File: src/hw/rtl/plq_pkg.sv
package plq_pkg;

   // Store geometry.
   localparam int DEPTH    = 64;
   localparam int QTY_BITS = 32;

   // Field widths of the command and response.
   localparam int KEY_W       = 64;
   localparam int QTY_W       = 32;
   localparam int TOTAL_W     = 38;
   localparam int LEVEL_CNT_W = 7;

   // The resting count must be able to hold DEPTH itself.
   localparam int CNT_W = $clog2(DEPTH + 1);

   // Quantities are cut to QTY_BITS before they are stored or summed.
   localparam logic [QTY_W-1:0] QTY_MASK =
      (QTY_BITS >= QTY_W) ? {QTY_W{1'b1}} : QTY_W'((64'd1 << QTY_BITS) - 64'd1);

   localparam logic OP_ADD    = 1'b0;
   localparam logic OP_REMOVE = 1'b1;

   typedef enum logic [1:0] {
      ST_DONE      = 2'd0,
      ST_NOT_FOUND = 2'd1,
      ST_FULL      = 2'd2
   } status_type;

   typedef struct packed {
      logic             opcode;
      logic [KEY_W-1:0] order_key;
      logic [QTY_W-1:0] order_qty;
   } plq_req_type;

   typedef struct packed {
      status_type             status;
      logic [KEY_W-1:0]       removed_key;
      logic [QTY_W-1:0]       removed_qty;
      logic [TOTAL_W-1:0]     level_total;
      logic [LEVEL_CNT_W-1:0] level_count;
   } plq_rsp_type;

   // Commands from the controller to the datapath.
   typedef struct packed {
      logic load;
      logic compare;
      logic apply;
   } plq_cmd_type;

endpackage

File: src/hw/rtl/plq_ctrl.sv
module plq_ctrl (
   input  logic                 clock,
   input  logic                 reset,
   input  logic                 start,
   output logic                 busy,
   output logic                 rsp_valid,
   output plq_pkg::plq_cmd_type cmd
);
   import plq_pkg::*;

   typedef enum logic [2:0] {
      S_IDLE    = 3'b001,
      S_COMPARE = 3'b010,
      S_APPLY   = 3'b100
   } state_type;

   state_type state_ff;
   state_type state_in;
   logic      rsp_valid_ff;
   logic      accept;

   // A new command may enter while the previous one is being applied.
   assign busy   = (state_ff == S_COMPARE);
   assign accept = start && !busy;

   assign cmd.load    = accept;
   assign cmd.compare = (state_ff == S_COMPARE);
   assign cmd.apply   = (state_ff == S_APPLY);

   always_comb begin
      unique case (state_ff)
         S_IDLE:    state_in = accept ? S_COMPARE : S_IDLE;
         S_COMPARE: state_in = S_APPLY;
         S_APPLY:   state_in = accept ? S_COMPARE : S_IDLE;
         default:   state_in = S_IDLE;
      endcase
   end

   always_ff @(posedge clock) begin
      if (reset) begin
         state_ff     <= S_IDLE;
         rsp_valid_ff <= 1'b0;
      end else begin
         state_ff     <= state_in;
         rsp_valid_ff <= cmd.apply;
      end
   end

   assign rsp_valid = rsp_valid_ff;

endmodule

File: config.mk
export PLATFORM = sky130hd
export DESIGN_NAME = plq_ctrl
export DESIGN_NICKNAME = d
export VERILOG_FILES = /design/src/hw/rtl/plq_pkg.sv /design/src/hw/rtl/plq_ctrl.sv
export SDC_FILE = /design/constraint.sdc
export NUM_CORES = 1
export LEC_CHECK = 0
export BUFFER_PORTS_ARGS = -buffer_cell sky130_fd_sc_hd__buf_2
export CAP_MARGIN = 20
export CORE_AREA = 10 10 47 49
export CTS_CLUSTER_DIAMETER = 120
export CTS_CLUSTER_SIZE = 16
export DETAILED_ROUTE_END_ITERATION = 8
export DIE_AREA = 0 0 57 59
export PLACE_DENSITY = 0.3
export SLEW_MARGIN = 30
export SYNTH_ARGS = -nofsm -noshare
export SYNTH_HDL_FRONTEND = slang
export SYNTH_SLANG_ARGS = --single-unit
File: constraint.sdc
create_clock -name clock -period 1.2 [get_ports clock]
set_input_delay 0.12 -clock clock [delete_from_list [all_inputs] [get_ports clock]]
set_output_delay 0.12 -clock clock [all_outputs]
set_load 0.05 [all_outputs]
* Word-level counts from Yosys, hierarchy flattened
Cells that the tools add are included.
W data, S select, Z words.
** Word-level totals
- Word-level logic and storage cells :: 10
- Flip-flop bits (word level) :: 4
- Bits of input ports :: 3
** Cells by class
- Equality and inequality tests :: 3
- Reductions and logical operators :: 3
- Muxes and demuxes :: 2
** Operators with widths (number)
- $pmux W3 S2 :: 1
- $eq A3 B1 Y1 const B :: 1
- $eq A3 B2 Y1 const B :: 1
- $eq A3 B3 Y1 const B :: 1
- $mux W2 :: 1
- $reduce_or A2 Y1 :: 1
- $logic_and A1 B1 Y1 :: 1
- $logic_not A1 Y1 :: 1

* Depth between registers and ports, before layout
Gate-level depths: netlist (run 1).
- Word-level depth :: 5
- Gate-level depth with buffers :: 3
- Gate-level depth less buffers :: 2

* Worst setup path after synthesis (run 1)
Ideal clock, no wire load.
- Path type :: register -> output
- From :: reg state_ff[1]
- To :: out cmd[1] (netlist name)
- Data arrival time :: 1.486 ns
- Slack :: -0.406 ns
- Path buffers :: 1
- Stages on the path, launching flop included :: 3
- Required time :: 1.080 ns
- Cells stage by stage :: dfxtp_1 -> nor3b_2 -> buf_4
** Between the ends
- Cells in the longest elaborated chain, start to end :: 1
** Ends and longest elaborated chain
- start, declared :: RTL line plq_ctrl.sv:17 : state_type state_ff;
- start signal, assigned :: RTL line plq_ctrl.sv:44 : state_ff <= state_in;
- $eq A3 B2 Y1
- end, declared :: RTL line plq_ctrl.sv:7 : output plq_pkg::plq_cmd_type cmd
No other way between the ends.

==> results of run 1 <==
[where the power goes]
part | switching [mW] | total, mW | leakage (nW) | internal, mW
logic | 0.0306 | 0.0669 | 0.105 | 0.0363
clock network | 0.0576 | 0.182 | 0.0150 | 0.125
registers | 0.00757 | 0.144 | 0.0342 | 0.136
[layer usage]
layer	up-vias	GRT usage, %
met5	-	0
met4	0	1.01
met3	0	4.51
met2	9	5.43
met1	75	3.06
li1	89	-
[worst paths after layout]
check | endpoint | slack [ps] | cells after the start
worst max-delay path | cmd[2] | -5 | 3
worst min-delay path | state_ff[1] | 60 | 2
worst max register to register | state_ff[0] | 110 | 4
worst min register to register | rsp_valid | 610 | 2
[cells by family (layout without fill, tap and decap cells)]
family	count (synthesis)	count (layout)	share of synthesized area [%]
AOI/OAI and AO/OA	1	1	4.00
and+or+nand+nor	8	8	38.7
buffers and inverters	3	18	10.0
xor gates and xnor gates	1	1	4.67
DFF	4	4	42.7
[stage by stage]
step                      instances  setup TNS (ps)  utilization (%)  power [mW]
final                            48           -7.19             25.4       0.393
after global placement           38               0             17.5       0.192
after global routing             48            -289             25.4       0.427
after floorplan                  17            -294                -       0.185
after CTS                        46            -116             24.4       0.401
after detailed placement         38               0             17.5       0.192
[what timing repair did]
item	in CTS	in global routing
buffers inserted	4	2
setup endpoints to repair	4	4
pin swaps	2	1
resized for setup	10	0
[state kept, by name (all words and copies together) (netlist names)]
register   count
rsp_valid      1
state_ff       3
[critical path, delay by kind of cell (launching register included)]
kind	cells	cell delay, ps
buffers and inverters	1	160
flip-flops	1	350
AND/OR/NAND/NOR	2	350
[placed cells by master (no fill, tap or decap)]
| cell | n |
|---|---|
| xnor2_1 | 1 |
| nor3b_4 | 2 |
| nor4bb_1 | 2 |
| buf_4 | 6 |
| dfxtp_1 | 1 |
| nor4b_1 | 1 |
| clkbuf_4 | 3 |
| inv_1 | 1 |
| buf_6 | 3 |
| nor2b_1 | 1 |
| clkbuf_1 | 1 |
| and2_1 | 2 |
| buf_2 | 3 |
| buf_12 | 1 |
| dfxtp_4 | 3 |
| o31ai_1 | 1 |
[area by class of cell]
cell class              count  area share [%]
well taps                  16            5.61
clock buffers               4            7.37
repair buffers             13            31.9
inverters                   1            1.05
multi-input cells          10            28.4
flip-flops and latches      4            25.6
==> metrics, run 1 <==
status=complete, but fails checks; failing checks=setup timing; Core ar.=1400 um2; Met2 Wirelength=225 um; fin nets=36; Startpoint Class=flip-flop; Area Overhead vs Synth=90.0%; register area share after synthesis=42.7%; Critical Path Max Stage Delay=350 ps; Starting Density=13.4%; pre-CTS WS=128 ps; cell area after layout=357 um2; Critical-path top delay cell=dfxtp_4; post-detailed-routing wire length=481 um; initial antenna violation count=0; Detail Route Antenna Nets=0; RR Startpoint=state_ff[1]; fill count=169; # Max-Cap Violations=0; Mapped Nets=20; Leakage=0.154 nW; final setup violation count=3; CP Data Required Time=1080 ps; Top Metal Used=met3; post-synthesis sequential element count=4; Post-synth ARST share=0%; vias per inst=3.60; Sink Count=4; drt first-iter violations=1; Area contributors post-synth=dfxtp_1 (43%), nor3b_2 (13%), nor4bb_1 (11%), buf_4 (8.0%), and2_1 (6.7%); Crit Path Category=reg2out; post-layout min period=1200 ps; H-tree Lvls=1; area share of the largest cell type after synthesis=42.7%; Slew Viols, Final=0; Fin Clk Skew=4.38 ps; multi-input logic area=101 um2; GPL Wtd Cong=0.643; # port buffers=7; Max FO, Critical Path=4; RSZ-0062 raised after global routing=yes; GR Util All Layers=3.66%; vias=173; wire length on met1=208 um; clock latency on the worst-skew pair=240 ps; Critical Path End Type=output port; die outline height=59 um; count leader, synth=dfxtp_1; Final period util=100%; vias in the first global route=196; hold slack=55.9 ps; Row Count=14; hold buffers post-CTS=0; diode count=0; synth warn=0; clk buf depth=2; Avg Cell Area, Syn=11.0 um2; Synth Flop Type=dfxtp_1; Post-synth top cells=dfxtp_1 (4), and2_1 (2), buf_4 (2), nor3b_2 (2), nor4bb_1 (2); Met3 Wirelength=47 um; Max transition margin=82.1%; crit path from=state_ff[2]; clock-pin slew on the worst setup and hold paths=40 ps; I/O Pins=8; drt pass-1 iters=2; share of layout cells above drive strength 1=65.6%; slew at the pin closest to its max-slew limit=265 ps; P per Cell Area=1100 nW/um2; register area=91.3 um2; first-pass GRT wire length=855 um; Die Wd=57 um; CTS buffer count=3; post-synth top area cell=dfxtp_1; die footprint=3360 um2; Post-Synthesis Cells=17; number of library cell types mapped by synthesis=10; Peak VDD IR=0.651 mV; Setup WS post-layout=-4.53 ps; worst hold path class=in2reg; dpl cell area=245 um2; Residual DRC=0; fmax=830 MHz; Final Hold Violating Endpoints=0; worst path cell trace=nor3b_4 > nor2b_1 > buf_6; CP Data Arrival Time=1080 ps; drt wl/cell=10.0 um; number of synthesized flops with an enable pin=0; pin count of the biggest net entering global routing=6; gr ovfl total=0; CTS tree=built; Root Driver=clkbuf_4; Synth Cell Area=188 um2; min-delay src=reset
Power figures use the tool's default switching activity.
==> inputs of run 2 (changes only) <==
Clock period 1.2 ns to 1.1 ns, I/O delays scaled along.
==> run 2 against run 1 <==
The flow still finishes with violations (setup timing). Final cell count decreased by 6.3%. Sequential share of layout area increased by 2.6 points. Critical endpoint unchanged. Global-route usage decreased by 0.85 points. Combinational power decreased by 17%. Register-to-register slack about the same. Clock skew decreased by 3.3 ps. Clock power increased by 13%. First-iteration DRC count increased to 3.0 times the previous value.
==> metrics, run 2 (synthesis gave the netlist of run 1 again) <==
post-layout min period=1190 ps; Final Hold Violating Endpoints=0; Peak VDD IR=0.588 mV; vias=172; hold slack=37.8 ps; gr ovfl total=0; Row Count=14; fin nets=33; Max FO, Critical Path=5; drt first-iter violations=3; fin util=22.5%; Slew Viols, Final=0; CP Data Required Time=990 ps; CP Data Arrival Time=1080 ps; CTS tree=built; R2R setup slack=100 ps; Max transition margin=83.3%; Tot Pwr=423 uW; GPL Wtd Cong=0.742; path depth of the worst reg2reg path=3; Detail Route Antenna Nets=0; initial antenna violation count=0; drt pass-1 iters=2; post-detailed-routing wire length=441 um; GR Util All Layers=2.81%; Setup WS post-layout=-92.6 ps; # Max-Cap Violations=0; RR Startpoint=state_ff[1]; Residual DRC=0; CTS buffer count=3; die outline height=59 um; Root Driver=clkbuf_4; Most flops, register=state_ff; Startpoint Class=flip-flop; dpl cell area=245 um2; Area Overhead vs Synth=68.0%; Worst Setup EP=cmd[2]; final setup TNS=-279 ps; Critical Path End Type=output port; clk buf depth=2; commonest non-fill, non-tap cell in the layout=buf_4; FF-to-FF End=state_ff[0]; I/O Pins=8; share of layout cells above drive strength 1=62.1%; Starting Density=13.4%; pin count of the biggest net entering global routing=6; first-pass GRT wire length=690 um; vias per inst=3.82; RSZ-0062 raised after global routing=yes; crit path from=state_ff[2]; H-tree Lvls=1; diode count=0; Die Wd=57 um; Core ar.=1400 um2; # port buffers=7; Final period util=108%; P per Cell Area=1340 nW/um2; status=complete, but fails checks; final setup violation count=4; drt wl/cell=9.80 um; Critical Path Max Stage Delay=360 ps; failing checks=setup timing; commonest non-fill, non-tap cells in the layout=buf_4 (5), clkbuf_4 (3), buf_2 (3); clock latency on the worst-skew pair=240 ps; post-DP HPWL=328 um; worst path cell trace=nor3b_4 > nor2b_1 > buf_6; vias in the first global route=175; Leakage=0.135 nW; cell area after layout=315 um2; die footprint=3360 um2; Critical-path top delay cell=dfxtp_4; fmax=839 MHz; max reg flops=3; Crit Path Category=reg2out; Fin Clk Skew=1.03 ps; clock-pin slew on the worst setup and hold paths=40 ps; Sink Count=4; slew at the pin closest to its max-slew limit=248 ps; worst hold path class=in2reg
run 2: cell count changes in the layout (fill, tap and decap cells not counted):
cell     change
dfxtp_4      -1
buf_6        -1
dfxtp_2      +1
buf_4        -1
buf_12       -1
run 2: power breakdown:
group	internal (mW)	leakage, nW	switching, mW
combinational	0.0282	0.0860	0.0276
clock	0.137	0.0150	0.0694
sequential	0.150	0.0338	0.0113
total	0.315	0.135	0.108
run 2: area by class of cell:
cell class,count,area [um2]
timing repair buffer,10,75.1
multi-input combinational,10,101
tap,16,20.0
sequential,4,88.8
clock buffer,4,26.3
inverter,1,3.75
fill,167,1090
run 2: repair_timing:
item / 4_1_cts / 5_1_grt
endpoints found under the setup margin: 4 / 4
buffers inserted: 1 / 2
pin swaps: 1 / 0
resized for setup: 8 / 0
hold buffers: 0 / 0
run 2: worst max-delay path, delay by kind of cell (launching register included):
family	cells	cell delay, ps
DFF	1	360
and+or+nand+nor	2	330
buffers and inverters	1	160
run 2: how the worst min path moves through the flow:
stage                       end  startpoint  slack (ps)  cells past startpoint
finish              state_ff[1]       reset          40                      2
CTS                 state_ff[1]       reset          30                      2
detailed placement  state_ff[1]       reset         290                      2
global route        state_ff[1]       reset          40                      2
global placement    state_ff[1]       reset         290                      2
floorplan           state_ff[1]       reset         180                      1
run 2: metrics by stage:
| step | setup slack (ps) | cells |
|---|---|---|
| 2_1_floorplan | -247 | 17 |
| 3_3_place_gp | 53.3 | 38 |
| 3_5_place_dp | 45.8 | 38 |
| 4_1_cts | -139 | 43 |
| 5_1_grt | -178 | 45 |
| 6_report | -92.6 | 45 |
run 2: per-layer routing:
metal / global-route usage [%] / wire length, um / up-vias
li1: - / - / 81
met1: 3.08 / 218 / 81
met2: 2.79 / 169 / 10
met3: 2.58 / 53 / 0
met4: 3.02 / 0 / 0
met5: 0 / 0 / -
